<file path="src/hdl/wsdf_pkg.sv">
// Shared types and constants for the WebSocket deframer with pong reply.
// No dependencies; used by every module under hdl/.
`default_nettype none

package wsdf_pkg;

  // Receive parser phase
  typedef enum logic [1:0] {
    PH_HDR0,
    PH_HDR1,
    PH_EXT,
    PH_PAYLOAD
  } phase_e;

  // Command classes handed from the parser to the emitter
  typedef enum logic {
    CMD_SINGLE,
    CMD_PONG
  } cmd_e;

  // Length encoding chosen for the pong header
  typedef enum logic [1:0] {
    LEN_7,
    LEN_16,
    LEN_64
  } len_sel_e;

  localparam logic [3:0] OP_TEXT  = 4'h1;
  localparam logic [3:0] OP_CLOSE = 4'h8;
  localparam logic [3:0] OP_PING  = 4'h9;
  localparam logic [3:0] OP_PONG  = 4'hA;

  localparam logic [1:0] KIND_TEXT  = 2'd0;
  localparam logic [1:0] KIND_PONG  = 2'd1;
  localparam logic [1:0] KIND_CLOSE = 2'd2;
  localparam logic [1:0] KIND_EMPTY = 2'd3;

  localparam logic [6:0] LEN_CODE_16 = 7'd126;
  localparam logic [6:0] LEN_CODE_64 = 7'd127;
  localparam logic [7:0] MASK_BIT    = 8'h80;
  localparam logic [7:0] PONG_HDR0   = MASK_BIT | {4'h0, OP_PONG};
  localparam logic [63:0] LEN16_MAX  = 64'h0000_0000_0000_ffff;

  localparam logic [3:0] EXT_BYTES_16 = 4'd2;
  localparam logic [3:0] EXT_BYTES_64 = 4'd8;

  // Index of the first mask byte and the final byte of a pong burst
  localparam logic [3:0] MBASE_7  = 4'd2;
  localparam logic [3:0] MBASE_16 = 4'd4;
  localparam logic [3:0] MBASE_64 = 4'd10;
  localparam logic [3:0] PLAST_7  = 4'd5;
  localparam logic [3:0] PLAST_16 = 4'd7;
  localparam logic [3:0] PLAST_64 = 4'd13;

  localparam int unsigned FIFO_DEPTH = 4;

  typedef struct packed {
    cmd_e        cmd;
    logic [1:0]  kind;
    logic [7:0]  data;
    logic        frame_end;
    len_sel_e    len_sel;
    logic [63:0] len;
    logic [31:0] mask;
  } cmd_t;

endpackage

`default_nettype wire

</file>
<file path="src/hdl/wsdf_front.sv">
// Receive parser: accepts stream bytes, tracks header and payload, issues commands.
// Depends on wsdf_pkg.
`default_nettype none

module wsdf_front (
  input  wire logic              clk_i,
  input  wire logic              rst_ni,
  input  wire logic              in_valid_i,
  output logic                   in_ready_o,
  input  wire logic              action_i,
  input  wire logic [7:0]        rx_byte_i,
  input  wire logic [31:0]       mask_word_i,
  input  wire logic              q_full_i,
  output logic                   q_push_o,
  output wsdf_pkg::cmd_t         q_cmd_o
);

  wsdf_pkg::phase_e phase_q, phase_d;
  logic [3:0]  hcount_q, hcount_d;
  logic [3:0]  opcode_q, opcode_d;
  logic [63:0] len_q, len_d;
  logic [63:0] remain_q, remain_d;
  logic [31:0] pmask_q, pmask_d;
  logic [1:0]  mpos_q, mpos_d;
  logic        closed_q, closed_d;

  logic        accept;
  logic        active;
  logic [6:0]  l7;
  logic [63:0] ext_len;
  logic [3:0]  hcount_dec;
  logic [63:0] remain_dec;
  logic        fin;
  logic        hdr_done;
  logic [63:0] hdr_len;
  logic        hdr_zero;
  logic [7:0]  mask_byte;

  assign in_ready_o = ~q_full_i;
  assign accept     = in_valid_i & in_ready_o;
  assign active     = accept & ~action_i & ~closed_q;

  assign l7         = rx_byte_i[6:0];
  assign ext_len    = {len_q[55:0], rx_byte_i};
  assign hcount_dec = (hcount_q != 4'd0) ? hcount_q - 4'd1 : 4'd0;
  assign remain_dec = (remain_q != 64'd0) ? remain_q - 64'd1 : 64'd0;
  assign fin        = (remain_dec == 64'd0);
  assign mask_byte  = pmask_q[{mpos_q, 3'b000} +: 8];

  // Header completes on a short length byte or the final extended length byte
  always_comb begin
    hdr_done = 1'b0;
    hdr_len  = ext_len;
    unique case (phase_q)
      wsdf_pkg::PH_HDR1: begin
        hdr_len  = {57'd0, l7};
        hdr_done = (l7 != wsdf_pkg::LEN_CODE_16) && (l7 != wsdf_pkg::LEN_CODE_64);
      end
      wsdf_pkg::PH_EXT: begin
        hdr_done = (hcount_dec == 4'd0);
      end
      default: begin
        hdr_done = 1'b0;
      end
    endcase
    hdr_done = hdr_done & active;
  end

  assign hdr_zero = (hdr_len == 64'd0);

  // Next phase
  always_comb begin
    phase_d = phase_q;
    if (accept && action_i) begin
      phase_d = wsdf_pkg::PH_HDR0;
    end else if (active) begin
      unique case (phase_q)
        wsdf_pkg::PH_HDR0: phase_d = wsdf_pkg::PH_HDR1;
        wsdf_pkg::PH_HDR1: begin
          if (hdr_done) begin
            phase_d = hdr_zero ? wsdf_pkg::PH_HDR0 : wsdf_pkg::PH_PAYLOAD;
          end else begin
            phase_d = wsdf_pkg::PH_EXT;
          end
        end
        wsdf_pkg::PH_EXT: begin
          if (hdr_done) begin
            phase_d = hdr_zero ? wsdf_pkg::PH_HDR0 : wsdf_pkg::PH_PAYLOAD;
          end
        end
        wsdf_pkg::PH_PAYLOAD: begin
          if (fin) begin
            phase_d = wsdf_pkg::PH_HDR0;
          end
        end
        default: phase_d = wsdf_pkg::PH_HDR0;
      endcase
    end
  end

  // Datapath and command output
  always_comb begin
    hcount_d = hcount_q;
    opcode_d = opcode_q;
    len_d    = len_q;
    remain_d = remain_q;
    pmask_d  = pmask_q;
    mpos_d   = mpos_q;
    closed_d = closed_q;
    q_push_o = 1'b0;
    q_cmd_o  = '{cmd: wsdf_pkg::CMD_SINGLE, kind: wsdf_pkg::KIND_TEXT, data: 8'd0,
                 frame_end: 1'b0, len_sel: wsdf_pkg::LEN_7, len: hdr_len,
                 mask: mask_word_i};

    if (accept && action_i) begin
      hcount_d = 4'd0;
      opcode_d = 4'd0;
      len_d    = 64'd0;
      remain_d = 64'd0;
      pmask_d  = 32'd0;
      mpos_d   = 2'd0;
      closed_d = 1'b0;
    end else if (active) begin
      unique case (phase_q)
        wsdf_pkg::PH_HDR0: begin
          opcode_d = rx_byte_i[3:0];
        end
        wsdf_pkg::PH_HDR1: begin
          len_d = hdr_done ? hdr_len : 64'd0;
          if (l7 == wsdf_pkg::LEN_CODE_16) begin
            hcount_d = wsdf_pkg::EXT_BYTES_16;
          end else if (l7 == wsdf_pkg::LEN_CODE_64) begin
            hcount_d = wsdf_pkg::EXT_BYTES_64;
          end
        end
        wsdf_pkg::PH_EXT: begin
          len_d    = ext_len;
          hcount_d = hcount_dec;
        end
        wsdf_pkg::PH_PAYLOAD: begin
          remain_d = remain_dec;
          if (opcode_q == wsdf_pkg::OP_TEXT) begin
            q_push_o          = 1'b1;
            q_cmd_o.kind      = wsdf_pkg::KIND_TEXT;
            q_cmd_o.data      = rx_byte_i;
            q_cmd_o.frame_end = fin;
          end else if (opcode_q == wsdf_pkg::OP_PING) begin
            q_push_o          = 1'b1;
            q_cmd_o.kind      = wsdf_pkg::KIND_PONG;
            q_cmd_o.data      = rx_byte_i ^ mask_byte;
            q_cmd_o.frame_end = fin;
            mpos_d            = mpos_q + 2'd1;
          end else if (opcode_q == wsdf_pkg::OP_CLOSE && fin) begin
            q_push_o     = 1'b1;
            q_cmd_o.kind = wsdf_pkg::KIND_CLOSE;
            closed_d     = 1'b1;
          end
        end
        default: begin
          remain_d = remain_q;
        end
      endcase

      if (hdr_done) begin
        if (!hdr_zero) begin
          remain_d = hdr_len;
        end
        if (opcode_q == wsdf_pkg::OP_PING) begin
          q_push_o    = 1'b1;
          q_cmd_o.cmd = wsdf_pkg::CMD_PONG;
          q_cmd_o.kind = wsdf_pkg::KIND_PONG;
          if (hdr_len < {57'd0, wsdf_pkg::LEN_CODE_16}) begin
            q_cmd_o.len_sel = wsdf_pkg::LEN_7;
          end else if (hdr_len <= wsdf_pkg::LEN16_MAX) begin
            q_cmd_o.len_sel = wsdf_pkg::LEN_16;
          end else begin
            q_cmd_o.len_sel = wsdf_pkg::LEN_64;
          end
          pmask_d = mask_word_i;
          mpos_d  = 2'd0;
        end else if (hdr_zero && opcode_q == wsdf_pkg::OP_TEXT) begin
          q_push_o          = 1'b1;
          q_cmd_o.kind      = wsdf_pkg::KIND_EMPTY;
          q_cmd_o.frame_end = 1'b1;
        end else if (hdr_zero && opcode_q == wsdf_pkg::OP_CLOSE) begin
          q_push_o     = 1'b1;
          q_cmd_o.kind = wsdf_pkg::KIND_CLOSE;
          closed_d     = 1'b1;
        end
      end
    end
  end

  always_ff @(posedge clk_i or negedge rst_ni) begin
    if (!rst_ni) begin
      phase_q  <= wsdf_pkg::PH_HDR0;
      hcount_q <= 4'd0;
      opcode_q <= 4'd0;
      len_q    <= 64'd0;
      remain_q <= 64'd0;
      pmask_q  <= 32'd0;
      mpos_q   <= 2'd0;
      closed_q <= 1'b0;
    end else begin
      phase_q  <= phase_d;
      hcount_q <= hcount_d;
      opcode_q <= opcode_d;
      len_q    <= len_d;
      remain_q <= remain_d;
      pmask_q  <= pmask_d;
      mpos_q   <= mpos_d;
      closed_q <= closed_d;
    end
  end

endmodule

`default_nettype wire

</file>
<file path="src/hdl/wsdf_fifo.sv">
// Short command queue between the parser and the emitter.
// Depends on wsdf_pkg for the command word type.
`default_nettype none

module wsdf_fifo #(
  parameter int unsigned Depth = wsdf_pkg::FIFO_DEPTH
) (
  input  wire logic            clk_i,
  input  wire logic            rst_ni,
  input  wire logic            push_i,
  input  wire wsdf_pkg::cmd_t  push_cmd_i,
  output logic                 full_o,
  input  wire logic            pop_i,
  output logic                 valid_o,
  output wsdf_pkg::cmd_t       head_o
);

  localparam int unsigned PtrW = (Depth > 1) ? $clog2(Depth) : 1;
  localparam int unsigned CntW = $clog2(Depth + 1);
  localparam logic [PtrW-1:0] PtrLast = PtrW'(Depth - 1);
  localparam logic [CntW-1:0] CntFull = CntW'(Depth);

  wsdf_pkg::cmd_t  entry_q [Depth];
  logic [PtrW-1:0] wr_ptr_q, rd_ptr_q;
  logic [CntW-1:0] count_q;
  logic            do_pop;

  assign full_o  = (count_q == CntFull);
  assign valid_o = (count_q != '0);
  assign head_o  = entry_q[rd_ptr_q];
  assign do_pop  = pop_i & valid_o;

  always_ff @(posedge clk_i) begin
    if (push_i) begin
      entry_q[wr_ptr_q] <= push_cmd_i;
    end
  end

  always_ff @(posedge clk_i or negedge rst_ni) begin
    if (!rst_ni) begin
      wr_ptr_q <= '0;
      rd_ptr_q <= '0;
      count_q  <= '0;
    end else begin
      if (push_i) begin
        wr_ptr_q <= (wr_ptr_q == PtrLast) ? '0 : wr_ptr_q + 1'b1;
      end
      if (do_pop) begin
        rd_ptr_q <= (rd_ptr_q == PtrLast) ? '0 : rd_ptr_q + 1'b1;
      end
      if (push_i && !do_pop) begin
        count_q <= count_q + 1'b1;
      end else if (do_pop && !push_i) begin
        count_q <= count_q - 1'b1;
      end
    end
  end

endmodule

`default_nettype wire

</file>
<file path="src/hdl/wsdf_back.sv">
// Result emitter: expands queued commands into result words, pong headers byte by byte.
// Depends on wsdf_pkg.
`default_nettype none

module wsdf_back (
  input  wire logic            clk_i,
  input  wire logic            rst_ni,
  input  wire logic            q_valid_i,
  input  wire wsdf_pkg::cmd_t  q_head_i,
  output logic                 q_pop_o,
  output logic                 out_valid_o,
  input  wire logic            out_ready_i,
  output logic [1:0]           kind_o,
  output logic [7:0]           data_o,
  output logic                 frame_end_o,
  output logic                 last_o
);

  logic [3:0] step_q, step_d;
  logic       valid_q;
  logic [1:0] kind_q, kind_d;
  logic [7:0] data_q, data_d;
  logic       fe_q, fe_d;
  logic       last_q, last_d;

  logic       load;
  logic [3:0] pong_last;
  logic [3:0] mbase;
  logic [3:0] mask_off;
  logic [3:0] len_off;
  logic [7:0] len_byte;
  logic       len_zero;

  assign load = ~valid_q | out_ready_i;

  always_comb begin
    unique case (q_head_i.len_sel)
      wsdf_pkg::LEN_16: begin
        pong_last = wsdf_pkg::PLAST_16;
        mbase     = wsdf_pkg::MBASE_16;
      end
      wsdf_pkg::LEN_64: begin
        pong_last = wsdf_pkg::PLAST_64;
        mbase     = wsdf_pkg::MBASE_64;
      end
      default: begin
        pong_last = wsdf_pkg::PLAST_7;
        mbase     = wsdf_pkg::MBASE_7;
      end
    endcase
  end

  assign mask_off = step_q - mbase;
  // Extended length goes out most significant byte first
  assign len_off  = mbase - 4'd1 - step_q;
  assign len_zero = (q_head_i.len[6:0] == 7'd0);

  always_comb begin
    len_byte = q_head_i.len[{len_off[2:0], 3'b000} +: 8];
    if (step_q == 4'd1) begin
      unique case (q_head_i.len_sel)
        wsdf_pkg::LEN_16: len_byte = wsdf_pkg::MASK_BIT | {1'b0, wsdf_pkg::LEN_CODE_16};
        wsdf_pkg::LEN_64: len_byte = wsdf_pkg::MASK_BIT | {1'b0, wsdf_pkg::LEN_CODE_64};
        default:          len_byte = wsdf_pkg::MASK_BIT | {1'b0, q_head_i.len[6:0]};
      endcase
    end
  end

  always_comb begin
    step_d  = step_q;
    kind_d  = kind_q;
    data_d  = data_q;
    fe_d    = fe_q;
    last_d  = last_q;
    q_pop_o = 1'b0;
    if (load && q_valid_i) begin
      kind_d = q_head_i.kind;
      unique case (q_head_i.cmd)
        wsdf_pkg::CMD_PONG: begin
          if (step_q == 4'd0) begin
            data_d = wsdf_pkg::PONG_HDR0;
          end else if (step_q < mbase) begin
            data_d = len_byte;
          end else begin
            data_d = q_head_i.mask[{mask_off[1:0], 3'b000} +: 8];
          end
          if (step_q == pong_last) begin
            fe_d    = (q_head_i.len_sel == wsdf_pkg::LEN_7) && len_zero;
            last_d  = 1'b1;
            q_pop_o = 1'b1;
            step_d  = 4'd0;
          end else begin
            fe_d   = 1'b0;
            last_d = 1'b0;
            step_d = step_q + 4'd1;
          end
        end
        default: begin
          data_d  = q_head_i.data;
          fe_d    = q_head_i.frame_end;
          last_d  = 1'b1;
          q_pop_o = 1'b1;
          step_d  = 4'd0;
        end
      endcase
    end
  end

  always_ff @(posedge clk_i or negedge rst_ni) begin
    if (!rst_ni) begin
      valid_q <= 1'b0;
      step_q  <= 4'd0;
    end else begin
      if (load) begin
        valid_q <= q_valid_i;
      end
      step_q <= step_d;
    end
  end

  always_ff @(posedge clk_i) begin
    kind_q <= kind_d;
    data_q <= data_d;
    fe_q   <= fe_d;
    last_q <= last_d;
  end

  assign out_valid_o = valid_q;
  assign kind_o      = kind_q;
  assign data_o      = data_q;
  assign frame_end_o = fe_q;
  assign last_o      = last_q;

endmodule

`default_nettype wire

</file>
<file path="src/hdl/websocket_deframer_with_pong_core.sv">
// Top level of the WebSocket receive deframer with pong reply.
// Depends on wsdf_pkg, wsdf_front, wsdf_fifo and wsdf_back.
//
//   channel | handshake                  | payload
//   --------+----------------------------+------------------------------------
//   in      | in_valid_i / in_ready_o    | action_i, rx_byte_i, mask_word_i
//   out     | out_valid_o / out_ready_i  | kind_o, data_o, frame_end_o, last_o
//
// One input byte is taken per cycle while the command queue has room; the
// parser decides each byte in the cycle it is accepted.
// A pong header is 6, 8 or 14 result words (short, 16-bit, 64-bit length), so
// the emitter sets the rate during pongs and the queue (FIFO_DEPTH commands)
// absorbs the burst before in_ready_o drops.
// Results pass through the queue entry and then the emitter's output register;
// out_ready_i low holds the output register and in turn fills the queue.
// Reset is asynchronous and needs no clearing pass.
`default_nettype none

module websocket_deframer_with_pong_core #(
  parameter int unsigned FifoDepth = wsdf_pkg::FIFO_DEPTH
) (
  input  wire logic        clk_i,
  input  wire logic        rst_ni,
  input  wire logic        in_valid_i,
  output logic             in_ready_o,
  input  wire logic        action_i,
  input  wire logic [7:0]  rx_byte_i,
  input  wire logic [31:0] mask_word_i,
  output logic             out_valid_o,
  input  wire logic        out_ready_i,
  output logic [1:0]       kind_o,
  output logic [7:0]       data_o,
  output logic             frame_end_o,
  output logic             last_o
);

  logic           q_full;
  logic           q_push;
  logic           q_pop;
  logic           q_valid;
  wsdf_pkg::cmd_t q_cmd;
  wsdf_pkg::cmd_t q_head;

  wsdf_front u_front (
    .clk_i       (clk_i),
    .rst_ni      (rst_ni),
    .in_valid_i  (in_valid_i),
    .in_ready_o  (in_ready_o),
    .action_i    (action_i),
    .rx_byte_i   (rx_byte_i),
    .mask_word_i (mask_word_i),
    .q_full_i    (q_full),
    .q_push_o    (q_push),
    .q_cmd_o     (q_cmd)
  );

  wsdf_fifo #(
    .Depth (FifoDepth)
  ) u_fifo (
    .clk_i      (clk_i),
    .rst_ni     (rst_ni),
    .push_i     (q_push),
    .push_cmd_i (q_cmd),
    .full_o     (q_full),
    .pop_i      (q_pop),
    .valid_o    (q_valid),
    .head_o     (q_head)
  );

  wsdf_back u_back (
    .clk_i       (clk_i),
    .rst_ni      (rst_ni),
    .q_valid_i   (q_valid),
    .q_head_i    (q_head),
    .q_pop_o     (q_pop),
    .out_valid_o (out_valid_o),
    .out_ready_i (out_ready_i),
    .kind_o      (kind_o),
    .data_o      (data_o),
    .frame_end_o (frame_end_o),
    .last_o      (last_o)
  );

endmodule

`default_nettype wire

</file>
<file path="config.mk">
export PLATFORM = sky130hd
export DESIGN_NAME = websocket_deframer_with_pong_core
export DESIGN_NICKNAME = d
export VERILOG_FILES = /design/src/hdl/wsdf_pkg.sv /design/src/hdl/wsdf_front.sv /design/src/hdl/wsdf_fifo.sv /design/src/hdl/wsdf_back.sv /design/src/hdl/websocket_deframer_with_pong_core.sv
export SDC_FILE = /design/constraint.sdc
export NUM_CORES = 1
export LEC_CHECK = 0
export ABC_CLOCK_PERIOD_IN_PS = 17700
export BUFFER_PORTS_ARGS = -buffer_cell sky130_fd_sc_hd__buf_2
export CAP_MARGIN = 25
export CORE_MARGIN = 5
export CORE_UTILIZATION = 55
export CTS_CLUSTER_SIZE = 28
export DETAILED_ROUTE_END_ITERATION = 6
export PLACE_DENSITY = 0.71
export SLEW_MARGIN = 20
export SYNTH_ARGS = -nofsm -noshare
export SYNTH_HDL_FRONTEND = slang
export SYNTH_SLANG_ARGS = --single-unit
</file>
<file path="constraint.sdc">
create_clock -name clk_i -period 17.7 [get_ports clk_i]
set_clock_uncertainty 0.05 [all_clocks]
set_input_delay 2.655 -clock clk_i [delete_from_list [all_inputs] [get_ports clk_i]]
set_output_delay 2.655 -clock clk_i [all_outputs]
set_load 0.05 [all_outputs]
</file>
==> results.md <==
| Parameter | Reported | Unit |
|:---|:---|:---|
| Sum of routed wire length over all layers | 77400 | µm |
| Critical path startpoint category | flip-flop | - |
| Portion of the post-synthesis area used by sequential elements | 63.4 | % |
| Distinct cells, synth | 60 | - |
| Clk pwr share | 20.4 | % |
| Via count of the first global-routing pass | 18015 | - |
| Result of the run | complete, no violations | - |
| Register share of total power | 27.6 | % |
| Last weighted congestion value of the routability-driven placer | 0.925 | - |
| Via total after detailed routing | 18705 | - |
| Post-Syn Area | 0.0284 | mm² |
| Cell area reported after detailed placement | 0.0293 | mm² |
| Post-CTS Setup Bufs | 0 | - |
| Final-report hold violation count | 0 | - |
| Max Fclk | 152 | MHz |
| Type of element capturing the critical path | flip-flop | - |
| M3 GR Usage | 4.13 | % |
| Count of filler cells inserted in the layout | 3774 | - |
| Initial Util | 55.4 | % |
| Worst hold path stage count | 2 | - |
| VDD IR max | 0.211 | mV |
| Met1 usage | 39.6 | % |
| Count of TritonRoute iterations in the first routing pass | 6 | - |
| LEAKAGE | 11.6 | nW |
| Part of the total power dissipated in combinational logic | 52.0 | % |
| Kind of critical path | reg -> reg | - |
| Total track usage | 27.0 | % |
| Post-CTS sizing | 0 | - |
| Asr flop ratio synth | 28.1 | % |
| Clock tree from TritonCTS | done | - |
| Syn nets | 2153 | - |
| Tightest Pin Transition | 1050 | ps |
| CTS buffer count | 61 | - |
| DR WL/cell | 27.3 | µm |
| Clock-pin slew of the registers on the worst-case setup and hold paths | 60 | ps |
| Crit path time final | 6570 | ps |
| Final setup violation count | 0 | - |
| Final slew viol count | 0 | - |
| Worst reg-to-reg path cell count | 13 | - |
| Clock root buffer | sky130_fd_sc_hd__clkbuf_16 | - |
| Grt total ovfl | 0 | - |
| Maximum buffer depth of the clock tree | 3 | - |
| Total negative slack for setup checks | 0 | ps |
| Unrepaired setup endpoints after global routing | no | - |
| Port buffer count | 58 | - |
| Synth top area cells | sky130_fd_sc_hd__edfxtp_1 (48%), sky130_fd_sc_hd__dfrtp_1 (16%), sky130_fd_sc_hd__mux4_2 (11%), sky130_fd_sc_hd__o21ai_0 (2.7%), sky130_fd_sc_hd__nand2_1 (2.1%) | - |
| Synth Flop Type | sky130_fd_sc_hd__edfxtp_1 | - |
| Instance count after placement with tap cells included | 2711 | - |
| Number of DRC markers after the initial detailed-route iteration | 2233 | - |
| Pin count of the biggest net entering global routing | 103 | - |
| Synth warn | 0 | - |
| Die Y-Extent | 237 | µm |
| Worst relative slew slack | 29.9 | % |
| Finished Layout Cells | 2830 | - |
| Antenna viol nets, final | 0 | - |
| Total internal power | 0.00359 | W |
| Synth top area share | 47.8 | % |
| Fraction of final layout cells sized beyond drive strength 1 | 16.6 | % |
| GRT met2 Usage | 42.4 | % |
| Area leader, netlist | sky130_fd_sc_hd__edfxtp_1 | - |
| Sinks on the clock net | 629 | - |
| Area taken by flip-flops and latches | 0.0180 | mm² |
| Count of flip-flops with a built-in enable after synthesis | 452 | - |
| Fraction of power spent switching nets | 44.9 | % |
| Average cell area after synthesis | 13.6 | µm² |
| Largest driver fanout on the critical path | 65 | - |
| Data arrival, critical path | 6750 | ps |
| Final cell area excluding filler cells | 0.0314 | mm² |
| Floorplan die width | 237 | µm |
| Power density over cell area | 208 | mW/mm² |
| Insertion delay to the later sink of the worst-skew pair | 630 | ps |
| Post-route fraction of the period consumed by the critical path | 37.1 | % |
| Antenna violations before repair | 2 | - |
| Die footprint | 0.0562 | mm² |
| Area added between synthesis and finish | 10.7 | % |
| Multi-input gate area | 0.00976 | mm² |
| Total chip power | 0.00653 | W |
| Post-synthesis register bit count | 629 | - |
| Endpoint required time on the critical path | 17880 | ps |
| Routed vias/inst | 6.61 | - |
| Total core area | 0.0512 | mm² |
| Number of hold buffers added after CTS | 0 | - |
| Final Net Count | 2165 | - |
| Reported net switching power | 0.00293 | W |
| Wire length of the first global-routing pass | 116000 | µm |
| Max_cap viols | 0 | - |
| Num rows | 83 | - |
| Synth Instances | 2085 | - |
| Hold WC Path Type | reg -> reg | - |
| Dpl hpwl | 50500 | µm |
| I/O pin count | 59 | - |
| H-Tree Depth | 2 | - |
| Most used routing layer in global routing | met2 | - |
| Number of remaining DRC errors | 0 | - |
[metrics by stage]
| step | worst slack, ps | utilization (%) | hold WS (ps) |
|---|---|---|---|
| after floorplan | 10200 | - | 404 |
| after global placement | 11330 | 57.1 | 415 |
| after detailed placement | 11240 | 57.2 | 429 |
| after CTS | 11180 | 61.2 | 441 |
| after global routing | 10750 | 61.4 | 468 |
| final | 11130 | 61.4 | 439 |
[final cells by class]
cell class,instances,area share [%]
flip-flops and latches,629,57.3
multi-input cells,1282,31.1
diodes,2,0.0159
clock inverters,36,1.31
repair buffers,93,1.98
inverters,30,0.358
well taps,680,2.71
clock buffers,78,5.23
[cell families after synthesis]
kind of cell    share of synthesized area, %
compound gates                          8.18
xor+xnor                                1.48
fa+ha+maj                               1.04
buf+inv                                 2.34
flops                                   63.4
mux                                     11.7
simple gates                            11.8
[flip-flops by register name (all words and copies together), names as in the netlist]
name                flops
u_back.data_o           8
u_back.frame_end_o      1
u_back.kind_o           2
u_back.last_o           1
u_back.out_valid_o      1
u_back.step_q           4
u_fifo.count_q          3
u_fifo.entry_q        440
u_fifo.rd_ptr_q         2
u_fifo.wr_ptr_q         2
u_front.closed_q        1
u_front.hcount_q        4
u_front.len_q          56
u_front.mpos_q          2
u_front.opcode_q        4
u_front.phase_q         2
u_front.pmask_q        32
u_front.remain_q       64
[path summary, 6_finish.rpt]
kind,start,to,slack [ps]
max,u_front.remain_q[0],u_fifo.entry_q[0][92],11130
min,u_front.pmask_q[16],u_front.pmask_q[16],440
max reg2reg,u_front.remain_q[0],u_fifo.entry_q[0][92],11130
min reg2reg,u_front.pmask_q[16],u_front.pmask_q[16],440
max in group asynchronous,rst_ni,u_front.remain_q[42],13690
min in group asynchronous,rst_ni,u_front.opcode_q[0],1930
[power groups by stage]
stage | registers, W | logic, W | clock network, W
floorplan | 0.00179 | 0.00231 | 0
global placement | 0.00183 | 0.00330 | 0
detailed placement | 0.00183 | 0.00331 | 0
CTS | 0.00180 | 0.00333 | 0.00134
global route | 0.00182 | 0.00364 | 0.00141
finish | 0.00180 | 0.00340 | 0.00133
[synthesized netlist by cell type, types with 10 or more instances]
master,instances
sky130_fd_sc_hd__edfxtp_1,452
sky130_fd_sc_hd__dfrtp_1,177
sky130_fd_sc_hd__nand2_1,160
sky130_fd_sc_hd__o21ai_0,151
sky130_fd_sc_hd__mux4_2,141
sky130_fd_sc_hd__nor2_1,129
sky130_fd_sc_hd__clkbuf_1,118
sky130_fd_sc_hd__a21oi_1,100
sky130_fd_sc_hd__nand3_1,93
sky130_fd_sc_hd__nor3_1,88
sky130_fd_sc_hd__nor2b_1,59
sky130_fd_sc_hd__a22o_1,57
sky130_fd_sc_hd__nor4_1,46
sky130_fd_sc_hd__inv_1,28
sky130_fd_sc_hd__xnor2_1,27
sky130_fd_sc_hd__or3_1,23
sky130_fd_sc_hd__buf_1,22
sky130_fd_sc_hd__ha_1,22
sky130_fd_sc_hd__xor2_1,21
sky130_fd_sc_hd__nand4_1,19
sky130_fd_sc_hd__a211oi_1,15
sky130_fd_sc_hd__and2_1,11
sky130_fd_sc_hd__mux2i_1,10
[placed cells by master (no fill, tap or decap), drive strengths merged, types with 4 or more instances in the layout]
master  synthesis  layout
edfxtp        452     452
dfrtp         177     177
nand2         160     160
o21ai         152     152
mux4          141     141
nor2          129     129
a21oi         100     100
nand3          93      93
buf            26      92
nor3           88      88
clkbuf        118      79
nor2b          59      59
a22o           57      57
nor4           47      47
inv            28      31
xnor2          27      27
clkinv          2      26
or3            23      23
ha             22      22
xor2           21      21
nand4          19      19
a211oi         15      15
and2           11      11
mux2i          10      10
or4             8       8
and3            8       8
o22ai           8       8
nand2b          8       8
a21o            7       7
bufinv          0       7
o31ai           7       7
nor3b           6       6
or2             6       6
a221o           6       6
o311ai          5       5
nor4b           4       4
mux2            4       4
[per-layer routing]
layer  part of all wire [%]  vias to the layer above
met4                    3.6                        0
li1                       -                     8031
met5                      0                        -
met1                     40                     9611
met2                     48                      916
met3                    8.4                      147
[critical path, cell delays in order, from the launching register on]
cell,delay [ps]
sky130_fd_sc_hd__dfrtp_1,440
sky130_fd_sc_hd__inv_1,110
sky130_fd_sc_hd__ha_1,270
sky130_fd_sc_hd__nor3b_1,410
sky130_fd_sc_hd__nand4_1,590
sky130_fd_sc_hd__or4_1,760
sky130_fd_sc_hd__nor4_1,300
sky130_fd_sc_hd__xnor2_1,190
sky130_fd_sc_hd__nand3_1,130
sky130_fd_sc_hd__nor3_1,360
sky130_fd_sc_hd__a31oi_1,380
sky130_fd_sc_hd__o31ai_4,490
sky130_fd_sc_hd__and2_4,700
sky130_fd_sc_hd__buf_4,870
Note: power is estimated with default switching activity, not from simulation.
